==> config.mk <==
export PLATFORM = sky130hd
export DESIGN_NAME = pid_controller_q15
export DESIGN_NICKNAME = d
export VERILOG_FILES = /design/src/rtl/core/pidq_pkg.sv /design/src/rtl/core/pidq_mul.sv /design/src/rtl/core/pidq_div.sv /design/src/rtl/core/pid_controller_q15.sv
export SDC_FILE = /design/constraint.sdc
export NUM_CORES = 2
export LEC_CHECK = 0
export ABC_CLOCK_PERIOD_IN_PS = 9300
export BUFFER_PORTS_ARGS = -buffer_cell sky130_fd_sc_hd__buf_4
export CORE_UTILIZATION = 31
export DETAILED_ROUTE_END_ITERATION = 8
export PLACE_DENSITY = 0.51
export SYNTH_ARGS = -nofsm -noshare
export SYNTH_HDL_FRONTEND = slang
export SYNTH_SLANG_ARGS = --single-unit
export TNS_END_PERCENT = 100
==> constraint.sdc <==
create_clock -name clk -period 9.3 [get_ports clk]
set_input_delay 0 -clock clk [delete_from_list [all_inputs] [get_ports clk]]
set_output_delay 0 -clock clk [all_outputs]
set_load 0.02 [all_outputs]
==> src/rtl/core/pidq_pkg.sv <==
// Shared widths, reset values, register indexes, unit request types and helpers.
package pidq_pkg;

  // Field and datapath widths
  localparam int DATA_W    = 16;
  localparam int GAIN_W    = 15;
  localparam int ERR_W     = 17;
  localparam int DIFF_W    = 18;
  localparam int SUM_W     = 32;
  localparam int MCAND_W   = 33;
  localparam int MPLIER_W  = GAIN_W;
  localparam int PROD_W    = MCAND_W + MPLIER_W;
  localparam int Q15_SHIFT = 15;
  localparam int TERM_W    = PROD_W - Q15_SHIFT;
  localparam int TOTAL_W   = TERM_W + 2;
  localparam int DIVD_W    = PROD_W - 1;
  localparam int DIVS_W    = GAIN_W;
  localparam int IDX_W     = 3;
  localparam int MUL_CNT_W = $clog2(MPLIER_W);
  localparam int DIV_CNT_W = $clog2(DIVD_W);
  localparam int Q15_FRAC_MASK = (1 << Q15_SHIFT) - 1;

  // Register reset values
  localparam logic [GAIN_W-1:0]        KP_RESET      = GAIN_W'(9000);
  localparam logic [GAIN_W-1:0]        KI_RESET      = GAIN_W'(200);
  localparam logic [GAIN_W-1:0]        KD_RESET      = GAIN_W'(0);
  localparam logic signed [DATA_W-1:0] OUT_MIN_RESET = -DATA_W'(4000);
  localparam logic signed [DATA_W-1:0] OUT_MAX_RESET = DATA_W'(4000);

  // Configuration register indexes
  localparam logic [IDX_W-1:0] REG_KP      = IDX_W'(0);
  localparam logic [IDX_W-1:0] REG_KI      = IDX_W'(1);
  localparam logic [IDX_W-1:0] REG_KD      = IDX_W'(2);
  localparam logic [IDX_W-1:0] REG_OUT_MIN = IDX_W'(3);
  localparam logic [IDX_W-1:0] REG_OUT_MAX = IDX_W'(4);

  // Serial multiplier request and response
  typedef struct packed {
    logic                       start;
    logic signed [MCAND_W-1:0]  mcand;
    logic [MPLIER_W-1:0]        mplier;
  } mul_req_t;

  typedef struct packed {
    logic                      done;
    logic signed [PROD_W-1:0]  product;
  } mul_rsp_t;

  // Serial divider request and response
  typedef struct packed {
    logic                start;
    logic [DIVD_W-1:0]   dividend;
    logic [DIVS_W-1:0]   divisor;
  } div_req_t;

  typedef struct packed {
    logic                done;
    logic [DIVD_W-1:0]   quotient;
  } div_rsp_t;

  // Divide a product by 32768, truncating toward zero
  function automatic logic signed [TERM_W-1:0] q15_trunc(input logic signed [PROD_W-1:0] p);
    logic signed [PROD_W-1:0] adj;
    adj = p[PROD_W-1] ? p + PROD_W'(Q15_FRAC_MASK) : p;
    return adj[PROD_W-1:Q15_SHIFT];
  endfunction

  // Clamp, testing the upper bound first
  function automatic logic signed [PROD_W-1:0] clamp_hi_lo(input logic signed [PROD_W-1:0] v,
                                                           input logic signed [PROD_W-1:0] hi,
                                                           input logic signed [PROD_W-1:0] lo);
    logic signed [PROD_W-1:0] r;
    if (v > hi) begin
      r = hi;
    end else if (v < lo) begin
      r = lo;
    end else begin
      r = v;
    end
    return r;
  endfunction

  // Magnitude of a signed 16-bit limit
  function automatic logic [DATA_W:0] limit_mag(input logic signed [DATA_W-1:0] v);
    logic signed [DATA_W:0] x;
    x = (DATA_W+1)'(v);
    return x[DATA_W] ? -x : x;
  endfunction

endpackage

==> src/rtl/core/pidq_mul.sv <==
// Bit-serial shift-add multiplier: signed multiplicand by unsigned gain, one gain bit a cycle.
module pidq_mul (
  input  logic               clk,
  input  logic               rst,
  input  pidq_pkg::mul_req_t req,
  output pidq_pkg::mul_rsp_t rsp
);

  logic                                   busy;
  logic                                   done;
  logic [pidq_pkg::MUL_CNT_W-1:0]         cnt;
  logic signed [pidq_pkg::MCAND_W-1:0]    mcand;
  logic [pidq_pkg::MPLIER_W-1:0]          mplier;
  logic signed [pidq_pkg::PROD_W-1:0]     acc;
  logic signed [pidq_pkg::PROD_W-1:0]     addend;

  // Add the multiplicand when the top gain bit is set
  assign addend = mplier[pidq_pkg::MPLIER_W-1] ? pidq_pkg::PROD_W'(mcand) : '0;

  // Control: load on request, shift one gain bit per cycle, flag the last step
  always_ff @(posedge clk) begin
    if (rst) begin
      busy <= 1'b0;
      done <= 1'b0;
    end else begin
      done <= 1'b0;
      if (req.start) begin
        busy <= 1'b1;
      end else if (busy && (cnt == pidq_pkg::MUL_CNT_W'(pidq_pkg::MPLIER_W - 1))) begin
        busy <= 1'b0;
        done <= 1'b1;
      end
    end
  end

  // Datapath: accumulate MSB first
  always_ff @(posedge clk) begin
    if (req.start) begin
      cnt    <= '0;
      acc    <= '0;
      mcand  <= req.mcand;
      mplier <= req.mplier;
    end else if (busy) begin
      acc    <= (acc <<< 1) + addend;
      mplier <= mplier << 1;
      cnt    <= cnt + pidq_pkg::MUL_CNT_W'(1);
    end
  end

  assign rsp.done    = done;
  assign rsp.product = acc;

endmodule

==> src/rtl/core/pidq_div.sv <==
// Bit-serial restoring divider: unsigned dividend by unsigned gain, one quotient bit a cycle.
module pidq_div (
  input  logic               clk,
  input  logic               rst,
  input  pidq_pkg::div_req_t req,
  output pidq_pkg::div_rsp_t rsp
);

  logic                             busy;
  logic                             done;
  logic [pidq_pkg::DIV_CNT_W-1:0]   cnt;
  logic [pidq_pkg::DIVD_W-1:0]      quo;
  logic [pidq_pkg::DIVS_W-1:0]      rem;
  logic [pidq_pkg::DIVS_W-1:0]      divisor;
  logic [pidq_pkg::DIVS_W:0]        trial;
  logic [pidq_pkg::DIVS_W+1:0]      diff;
  logic                             fits;

  // Bring down the next dividend bit and trial-subtract
  assign trial = {rem, quo[pidq_pkg::DIVD_W-1]};
  assign diff  = {1'b0, trial} - {2'b00, divisor};
  assign fits  = ~diff[pidq_pkg::DIVS_W+1];

  // Control: load on request, one step per cycle, flag the last step
  always_ff @(posedge clk) begin
    if (rst) begin
      busy <= 1'b0;
      done <= 1'b0;
    end else begin
      done <= 1'b0;
      if (req.start) begin
        busy <= 1'b1;
      end else if (busy && (cnt == pidq_pkg::DIV_CNT_W'(pidq_pkg::DIVD_W - 1))) begin
        busy <= 1'b0;
        done <= 1'b1;
      end
    end
  end

  // Datapath: shift dividend out and quotient bits in
  always_ff @(posedge clk) begin
    if (req.start) begin
      cnt     <= '0;
      rem     <= '0;
      quo     <= req.dividend;
      divisor <= req.divisor;
    end else if (busy) begin
      rem <= fits ? diff[pidq_pkg::DIVS_W-1:0] : trial[pidq_pkg::DIVS_W-1:0];
      quo <= {quo[pidq_pkg::DIVD_W-2:0], fits};
      cnt <= cnt + pidq_pkg::DIV_CNT_W'(1);
    end
  end

  assign rsp.done     = done;
  assign rsp.quotient = quo;

endmodule

==> src/rtl/core/pid_controller_q15.sv <==
// No new sample is taken until the last result is loaded into the drive register,
// which waits while a result is stalled. Each of the three gain products is formed
// in the 15-step serial multiplier. A sample after a change of ki, out_min or out_max,
// with ki nonzero, first runs two 47-step serial bound divisions, after a rescale of
// the stored sum if ki moved from nonzero; with ki zero the bounds clear at once.
// Synchronous rst restores register defaults, clears the loop state and drops
// drive_valid; a sample can be taken on the first cycle after reset.
module pid_controller_q15 (
  input  logic                                 clk,
  input  logic                                 rst,
  // sample channel
  input  logic                                 sample_valid,
  output logic                                 sample_stall,
  input  logic signed [pidq_pkg::DATA_W-1:0]   reference,
  input  logic signed [pidq_pkg::DATA_W-1:0]   measured,
  // drive channel
  output logic                                 drive_valid,
  input  logic                                 drive_stall,
  output logic signed [pidq_pkg::DATA_W-1:0]   drive,
  // configuration channel
  input  logic                                 cfg_valid,
  output logic                                 cfg_ready,
  input  logic [pidq_pkg::IDX_W-1:0]           cfg_index,
  input  logic [pidq_pkg::DATA_W-1:0]          cfg_data
);

  typedef enum logic [10:0] {
    ST_IDLE   = 11'b000_0000_0001,
    ST_RS_MUL = 11'b000_0000_0010,
    ST_RS_DIV = 11'b000_0000_0100,
    ST_LIM_HI = 11'b000_0000_1000,
    ST_LIM_LO = 11'b000_0001_0000,
    ST_CLAMP  = 11'b000_0010_0000,
    ST_P_MUL  = 11'b000_0100_0000,
    ST_I_MUL  = 11'b000_1000_0000,
    ST_D_MUL  = 11'b001_0000_0000,
    ST_SUM    = 11'b010_0000_0000,
    ST_OUT    = 11'b100_0000_0000
  } state_t;

  state_t state;
  logic   launch;

  // Configuration registers
  logic [pidq_pkg::GAIN_W-1:0]        kp;
  logic [pidq_pkg::GAIN_W-1:0]        ki;
  logic [pidq_pkg::GAIN_W-1:0]        kd;
  logic signed [pidq_pkg::DATA_W-1:0] out_min;
  logic signed [pidq_pkg::DATA_W-1:0] out_max;

  // Loop state
  logic signed [pidq_pkg::SUM_W-1:0]  integral_sum;
  logic signed [pidq_pkg::ERR_W-1:0]  previous_error;
  logic signed [pidq_pkg::SUM_W-1:0]  integral_upper;
  logic signed [pidq_pkg::SUM_W-1:0]  integral_lower;
  logic [pidq_pkg::GAIN_W-1:0]        last_ki;
  logic signed [pidq_pkg::DATA_W-1:0] last_upper;
  logic signed [pidq_pkg::DATA_W-1:0] last_lower;

  // Per-sample working registers
  logic signed [pidq_pkg::ERR_W-1:0]   err;
  logic signed [pidq_pkg::MCAND_W-1:0] isum_raw;
  logic signed [pidq_pkg::TERM_W-1:0]  p_term;
  logic signed [pidq_pkg::TERM_W-1:0]  i_term;
  logic signed [pidq_pkg::TERM_W-1:0]  d_term;
  logic signed [pidq_pkg::TOTAL_W-1:0] total;
  logic signed [pidq_pkg::PROD_W-1:0]  rescaled;
  logic [pidq_pkg::DIVD_W-1:0]         rs_mag;
  logic                                rs_neg;

  // Combinational helpers
  logic                                need_rc;
  logic                                do_rescale;
  logic signed [pidq_pkg::DIFF_W-1:0]  err_diff;
  logic signed [pidq_pkg::PROD_W-1:0]  prod_abs;
  logic signed [pidq_pkg::PROD_W-1:0]  quo_ext;
  logic                                lim_neg;
  logic signed [pidq_pkg::PROD_W-1:0]  bound_q;
  logic signed [pidq_pkg::PROD_W-1:0]  rs_clamped;
  logic signed [pidq_pkg::PROD_W-1:0]  isum_clamped;
  logic signed [pidq_pkg::PROD_W-1:0]  drive_clamped;

  pidq_pkg::mul_req_t mul_req;
  pidq_pkg::mul_rsp_t mul_rsp;
  pidq_pkg::div_req_t div_req;
  pidq_pkg::div_rsp_t div_rsp;

  pidq_mul u_mul (
    .clk (clk),
    .rst (rst),
    .req (mul_req),
    .rsp (mul_rsp)
  );

  pidq_div u_div (
    .clk (clk),
    .rst (rst),
    .req (div_req),
    .rsp (div_rsp)
  );

  assign sample_stall = (state != ST_IDLE);
  assign cfg_ready    = 1'b1;

  // Detect a change of ki or the output limits since the last bound recompute
  assign need_rc    = (ki != last_ki) || (out_max != last_upper) || (out_min != last_lower);
  assign do_rescale = (last_ki != '0) && (last_ki != ki);

  assign err_diff = pidq_pkg::DIFF_W'(err) - pidq_pkg::DIFF_W'(previous_error);
  assign prod_abs = mul_rsp.product[pidq_pkg::PROD_W-1] ? -mul_rsp.product : mul_rsp.product;
  assign quo_ext  = pidq_pkg::PROD_W'(div_rsp.quotient);
  assign lim_neg  = (state == ST_LIM_HI) ? out_max[pidq_pkg::DATA_W-1]
                                         : out_min[pidq_pkg::DATA_W-1];
  assign bound_q  = lim_neg ? -quo_ext : quo_ext;

  assign rs_clamped = pidq_pkg::clamp_hi_lo(rescaled,
                                            pidq_pkg::PROD_W'(integral_upper),
                                            pidq_pkg::PROD_W'(integral_lower));
  assign isum_clamped = pidq_pkg::clamp_hi_lo(pidq_pkg::PROD_W'(isum_raw),
                                              pidq_pkg::PROD_W'(integral_upper),
                                              pidq_pkg::PROD_W'(integral_lower));
  assign drive_clamped = pidq_pkg::clamp_hi_lo(pidq_pkg::PROD_W'(total),
                                               pidq_pkg::PROD_W'(out_max),
                                               pidq_pkg::PROD_W'(out_min));

  // Issue requests to the serial units on the first cycle of each phase
  always_comb begin
    mul_req = '0;
    div_req = '0;
    unique case (state)
      ST_RS_MUL: begin
        mul_req.start  = launch;
        mul_req.mcand  = pidq_pkg::MCAND_W'(integral_sum);
        mul_req.mplier = last_ki;
      end
      ST_RS_DIV: begin
        div_req.start    = launch;
        div_req.dividend = rs_mag;
        div_req.divisor  = ki;
      end
      ST_LIM_HI: begin
        div_req.start    = launch;
        div_req.dividend = pidq_pkg::DIVD_W'({pidq_pkg::limit_mag(out_max),
                                              pidq_pkg::Q15_SHIFT'(0)});
        div_req.divisor  = ki;
      end
      ST_LIM_LO: begin
        div_req.start    = launch;
        div_req.dividend = pidq_pkg::DIVD_W'({pidq_pkg::limit_mag(out_min),
                                              pidq_pkg::Q15_SHIFT'(0)});
        div_req.divisor  = ki;
      end
      ST_P_MUL: begin
        mul_req.start  = launch;
        mul_req.mcand  = pidq_pkg::MCAND_W'(err);
        mul_req.mplier = kp;
      end
      ST_I_MUL: begin
        mul_req.start  = launch;
        mul_req.mcand  = pidq_pkg::MCAND_W'(integral_sum);
        mul_req.mplier = ki;
      end
      ST_D_MUL: begin
        mul_req.start  = launch;
        mul_req.mcand  = pidq_pkg::MCAND_W'(err_diff);
        mul_req.mplier = kd;
      end
      default: begin
      end
    endcase
  end

  // Configuration writes, sequencer and result handoff
  always_ff @(posedge clk) begin
    if (rst) begin
      state          <= ST_IDLE;
      launch         <= 1'b0;
      drive_valid    <= 1'b0;
      kp             <= pidq_pkg::KP_RESET;
      ki             <= pidq_pkg::KI_RESET;
      kd             <= pidq_pkg::KD_RESET;
      out_min        <= pidq_pkg::OUT_MIN_RESET;
      out_max        <= pidq_pkg::OUT_MAX_RESET;
      integral_sum   <= '0;
      previous_error <= '0;
      integral_upper <= '0;
      integral_lower <= '0;
      last_ki        <= '0;
      last_upper     <= '0;
      last_lower     <= '0;
    end else begin
      // Write a configuration register; drop unknown indexes
      if (cfg_valid && cfg_ready) begin
        unique case (cfg_index)
          pidq_pkg::REG_KP:      kp      <= cfg_data[pidq_pkg::GAIN_W-1:0];
          pidq_pkg::REG_KI:      ki      <= cfg_data[pidq_pkg::GAIN_W-1:0];
          pidq_pkg::REG_KD:      kd      <= cfg_data[pidq_pkg::GAIN_W-1:0];
          pidq_pkg::REG_OUT_MIN: out_min <= cfg_data;
          pidq_pkg::REG_OUT_MAX: out_max <= cfg_data;
          default: begin
          end
        endcase
      end

      // Release the drive register once the request is taken
      if (drive_valid && !drive_stall) begin
        drive_valid <= 1'b0;
      end

      launch <= 1'b0;

      unique case (state)
        ST_IDLE: begin
          if (sample_valid) begin
            err    <= pidq_pkg::ERR_W'(reference) - pidq_pkg::ERR_W'(measured);
            launch <= 1'b1;
            if (need_rc && (ki != '0)) begin
              if (do_rescale) begin
                state <= ST_RS_MUL;
              end else begin
                rescaled <= pidq_pkg::PROD_W'(integral_sum);
                state    <= ST_LIM_HI;
              end
            end else begin
              // Zero integral gain clears the sum and its bounds at once
              if (need_rc) begin
                integral_sum   <= '0;
                integral_upper <= '0;
                integral_lower <= '0;
                last_ki        <= ki;
                last_upper     <= out_max;
                last_lower     <= out_min;
              end
              state <= ST_P_MUL;
            end
          end
        end
        ST_RS_MUL: begin
          if (mul_rsp.done) begin
            rs_neg <= mul_rsp.product[pidq_pkg::PROD_W-1];
            rs_mag <= prod_abs[pidq_pkg::DIVD_W-1:0];
            launch <= 1'b1;
            state  <= ST_RS_DIV;
          end
        end
        ST_RS_DIV: begin
          if (div_rsp.done) begin
            rescaled <= rs_neg ? -quo_ext : quo_ext;
            launch   <= 1'b1;
            state    <= ST_LIM_HI;
          end
        end
        ST_LIM_HI: begin
          if (div_rsp.done) begin
            integral_upper <= bound_q[pidq_pkg::SUM_W-1:0];
            launch         <= 1'b1;
            state          <= ST_LIM_LO;
          end
        end
        ST_LIM_LO: begin
          if (div_rsp.done) begin
            integral_lower <= bound_q[pidq_pkg::SUM_W-1:0];
            state          <= ST_CLAMP;
          end
        end
        ST_CLAMP: begin
          // Fit the carried sum into the new bounds and record what they follow from
          integral_sum <= rs_clamped[pidq_pkg::SUM_W-1:0];
          last_ki      <= ki;
          last_upper   <= out_max;
          last_lower   <= out_min;
          launch       <= 1'b1;
          state        <= ST_P_MUL;
        end
        ST_P_MUL: begin
          if (launch) begin
            isum_raw <= pidq_pkg::MCAND_W'(integral_sum) + pidq_pkg::MCAND_W'(err);
          end else if (mul_rsp.done) begin
            p_term       <= pidq_pkg::q15_trunc(mul_rsp.product);
            integral_sum <= (ki == '0) ? '0 : isum_clamped[pidq_pkg::SUM_W-1:0];
            launch       <= 1'b1;
            state        <= ST_I_MUL;
          end
        end
        ST_I_MUL: begin
          if (mul_rsp.done) begin
            i_term <= pidq_pkg::q15_trunc(mul_rsp.product);
            launch <= 1'b1;
            state  <= ST_D_MUL;
          end
        end
        ST_D_MUL: begin
          if (launch) begin
            previous_error <= err;
          end else if (mul_rsp.done) begin
            d_term <= pidq_pkg::q15_trunc(mul_rsp.product);
            state  <= ST_SUM;
          end
        end
        ST_SUM: begin
          total <= pidq_pkg::TOTAL_W'(p_term) + pidq_pkg::TOTAL_W'(i_term)
                 + pidq_pkg::TOTAL_W'(d_term);
          state <= ST_OUT;
        end
        ST_OUT: begin
          // Hold until the drive register is free
          if (!drive_valid || !drive_stall) begin
            drive       <= drive_clamped[pidq_pkg::DATA_W-1:0];
            drive_valid <= 1'b1;
            state       <= ST_IDLE;
          end
        end
        default: begin
          state <= ST_IDLE;
        end
      endcase
    end
  end

endmodule

==> flow_metrics.env <==
export IMPL_run_status="finished clean"
export IMPL_fin_worst_skew_ns=0.0410
export IMPL_antenna_found_initial=2
export IMPL_peakVddDrop_mv=0.164
export IMPL_start_util_pct=31.3
export IMPL_drt_antenna_violating_nets=0
export IMPL_drt_first_iter_violations=3172
export IMPL_timing_final_setup_violations=0
export IMPL_rows=141
export IMPL_critical_path_required_ns=9.62
export IMPL_first_global_vias=36000
export IMPL_power_leakage_nw=20.0
export IMPL_synth_cells=5037
export IMPL_fmax_mhz=203
export IMPL_die_area_um2=152000
export IMPL_drc=0
export IMPL_post_drt_wl_per_cell_um=20.3
export IMPL_tightestPinTransition_ns=1.22
export IMPL_ys_seq_elements=732
export IMPL_synth_nets=5528
export IMPL_mostFrequentLayoutCell="sky130_fd_sc_hd__nand2_1"
export IMPL_gp_congestion=0.879
export IMPL_post_synth_cell_area_avg_um2=9.23
export IMPL_cts_num_sinks=732
export IMPL_worst_hold_path_type="input pin to flop"
export IMPL_layout_nets=5531
export IMPL_numCtsBuffers=88
export IMPL_layout_common_cells="628 x sky130_fd_sc_hd__nand2_1, 463 x sky130_fd_sc_hd__a21oi_1, 405 x sky130_fd_sc_hd__edfxtp_1"
export IMPL_final_period_utilization_pct=53.0
export IMPL_grt_overflow_total=0
export IMPL_detail_route_vias_per_cell=5.29
export IMPL_grt_first_pass_wirelength_um=220000
export IMPL_power_density_nw_per_um2=233
export IMPL_worstSetupEndpointType="flop"
export IMPL_cts_tree="built"
export IMPL_die_width_um=389
export IMPL_cts_reportedPaths_clkPinSlew_ns=0.06
export IMPL_timing_final_max_slew_violations=0
export IMPL_synth_yosys_seq_area_share_pct=40.2
export IMPL_crit_type="flop to flop"
export IMPL_cts_setup_buffers=0
export IMPL_via_count=37700
export IMPL_worst_skew_pair_late_latency_ns=0.72
export IMPL_clockRootBuffer="sky130_fd_sc_hd__clkbuf_16"
export IMPL_post_cts_hold_buffer_count=81
export IMPL_sum_of_negative_setup_slack_ns=0
export IMPL_layout_area_overhead_vs_synth_pct=13.7
export IMPL_ys_warn_count=0
export IMPL_groute_usage_overall_pct=18.6
export IMPL_core_um2=148000
export IMPL_first_pass_detailed_route_iteration_total=8
export IMPL_timing_critical_path_arrival_ns=5.25
export IMPL_dp_cells=6871
export IMPL_grt_setup_unrepaired="false"
export IMPL_yosys_cell_types_count=92
export IMPL_critPathMaxFanout=47
export IMPL_port_buffers=73
export IMPL_grt_max_degree=82
export IMPL_max_slew_margin_pct=16.8
export IMPL_max_capacitance_violation_total=0
export IMPL_cts_htree_levels=3
export IMPL_detail_route_wirelength_um=144000
export IMPL_drive_above_1_share_pct=6.47
export IMPL_dominant_register_cell_in_the_synthesized_netlist="sky130_fd_sc_hd__edfxtp_1"
export IMPL_ios=75
export IMPL_final_min_clock_period_ns=4.93
export IMPL_number_of_flops_mapped_to_enable_cells_by_yosys=405
export IMPL_max_clock_path_buffers=3
export IMPL_cts_repair_resize_count=0
export IMPL_chipHeight_um=389
export IMPL_async_flop_share_pct=0
export IMPL_dpl_hpwl_um=104000
export IMPL_report_final_hold_viol_count=0
export IMPL_post_layout_nonfiller_instances=7117
export IMPL_critical_path_startpoint_type="flop"
export IMPL_mappedNetlistArea_um2=46500
final timing paths:
| check | start | to | slack, ns | depth (start not counted) |
|---|---|---|---|---|
| setup / recovery | state[8]$_SDFFE_PP0P_ | u_div.quo[8]$_DFFE_PP_ | 4.37 | 10 |
| setup reg to reg | state[8]$_SDFFE_PP0P_ | u_div.quo[8]$_DFFE_PP_ | 4.37 | 10 |
| hold / removal | measured[11] | err[12]$_DFFE_PP_ | 0.10 | 6 |
| hold reg to reg | integral_lower[10]$_SDFFE_PP0P_ | integral_lower[10]$_SDFFE_PP0P_ | 0.45 | 2 |
routing by layer:
metal,vias up,part of all wire [%],global-route usage (%)
met2,851,46,30.3
met5,-,0.0090,0
met4,2,2.3,5.43
met1,18300,47,25.8
li1,18300,-,-
met3,191,4.5,2.25
cell usage after synthesis, types with 61 or more instances:
cell / n / area, um^2
sky130_fd_sc_hd__a21o_1: 140 / 1050
sky130_fd_sc_hd__a21oi_1: 467 / 2340
sky130_fd_sc_hd__clkbuf_1: 254 / 953
sky130_fd_sc_hd__dfxtp_1: 327 / 6550
sky130_fd_sc_hd__edfxtp_1: 405 / 12200
sky130_fd_sc_hd__ha_1: 396 / 4950
sky130_fd_sc_hd__inv_1: 230 / 863
sky130_fd_sc_hd__mux2i_1: 61 / 611
sky130_fd_sc_hd__nand2_1: 629 / 2360
sky130_fd_sc_hd__nand3_1: 132 / 661
sky130_fd_sc_hd__nand4_1: 65 / 407
sky130_fd_sc_hd__nor2_1: 289 / 1080
sky130_fd_sc_hd__nor3_1: 84 / 420
sky130_fd_sc_hd__o21ai_0: 284 / 1420
sky130_fd_sc_hd__xnor2_1: 208 / 1820
sky130_fd_sc_hd__xor2_1: 146 / 1280
power breakdown:
group | internal [mW] | switching, mW
Combinational | 1.55 | 2.57
Clock | 2.05 | 1.53
Sequential | 3.97 | 0.649
Total | 7.58 | 4.74
critical path, cell delays in order, from the launching register on:
cell	delay (ns)
sky130_fd_sc_hd__dfxtp_1	0.40
sky130_fd_sc_hd__nor2_1	0.19
sky130_fd_sc_hd__nand2_1	0.12
sky130_fd_sc_hd__nor4_1	0.54
sky130_fd_sc_hd__nand4b_1	0.39
sky130_fd_sc_hd__nand3_1	0.50
sky130_fd_sc_hd__nand2_1	0.10
sky130_fd_sc_hd__buf_4	0.27
sky130_fd_sc_hd__inv_1	0.80
sky130_fd_sc_hd__nor2_1	0.32
sky130_fd_sc_hd__inv_2	0.84
metrics by stage:
step	hold WS [ns]	utilization, %	setup slack, ns	total power [mW]	area, um^2
2_1_floorplan	0.121	-	2.79	7.35	46500
3_3_place_gp	0.242	33.0	4.57	8.67	49000
3_5_place_dp	0.253	33.0	4.40	8.72	49000
4_1_cts	0.0345	35.6	4.35	12.4	52800
5_1_grt	0.118	35.6	3.86	13.0	52800
6_report	0.101	35.6	4.37	12.3	52800
cells by family after synthesis:
logic type	share of synthesized area (%)
adders and majority gates	12.3
xor gates and xnor gates	6.67
and+or+nand+nor	15.7
AOI/OAI and AO/OA	19.4
muxes	1.36
buffers and inverters	4.26
other	0.00807
DFF	40.2
registers in the layout, indices dropped and copies added (netlist names), 16 cells and up:
register	flops
rs_mag	47
total	35
d_term	33
p_term	33
integral_lower	32
u_mul.acc	48
out_max	16
last_lower	16
isum_raw	33
integral_upper	32
integral_sum	32
previous_error	17
drive	16
u_div.quo	47
u_mul.mcand	32
err	17
rescaled	48
last_upper	16
out_min	16
i_term	33
final cells by class:
cell class	count	area, um^2
fillers	15000	95500
multi-input cells	3787	26100
flip-flops and latches	732	18700
well taps	2002	2500
clock buffers	115	2420
repair buffers	199	1700
inverters	232	871
clock inverters	49	584
diodes	1	2.50
Note: power is estimated with default switching activity, not from simulation.
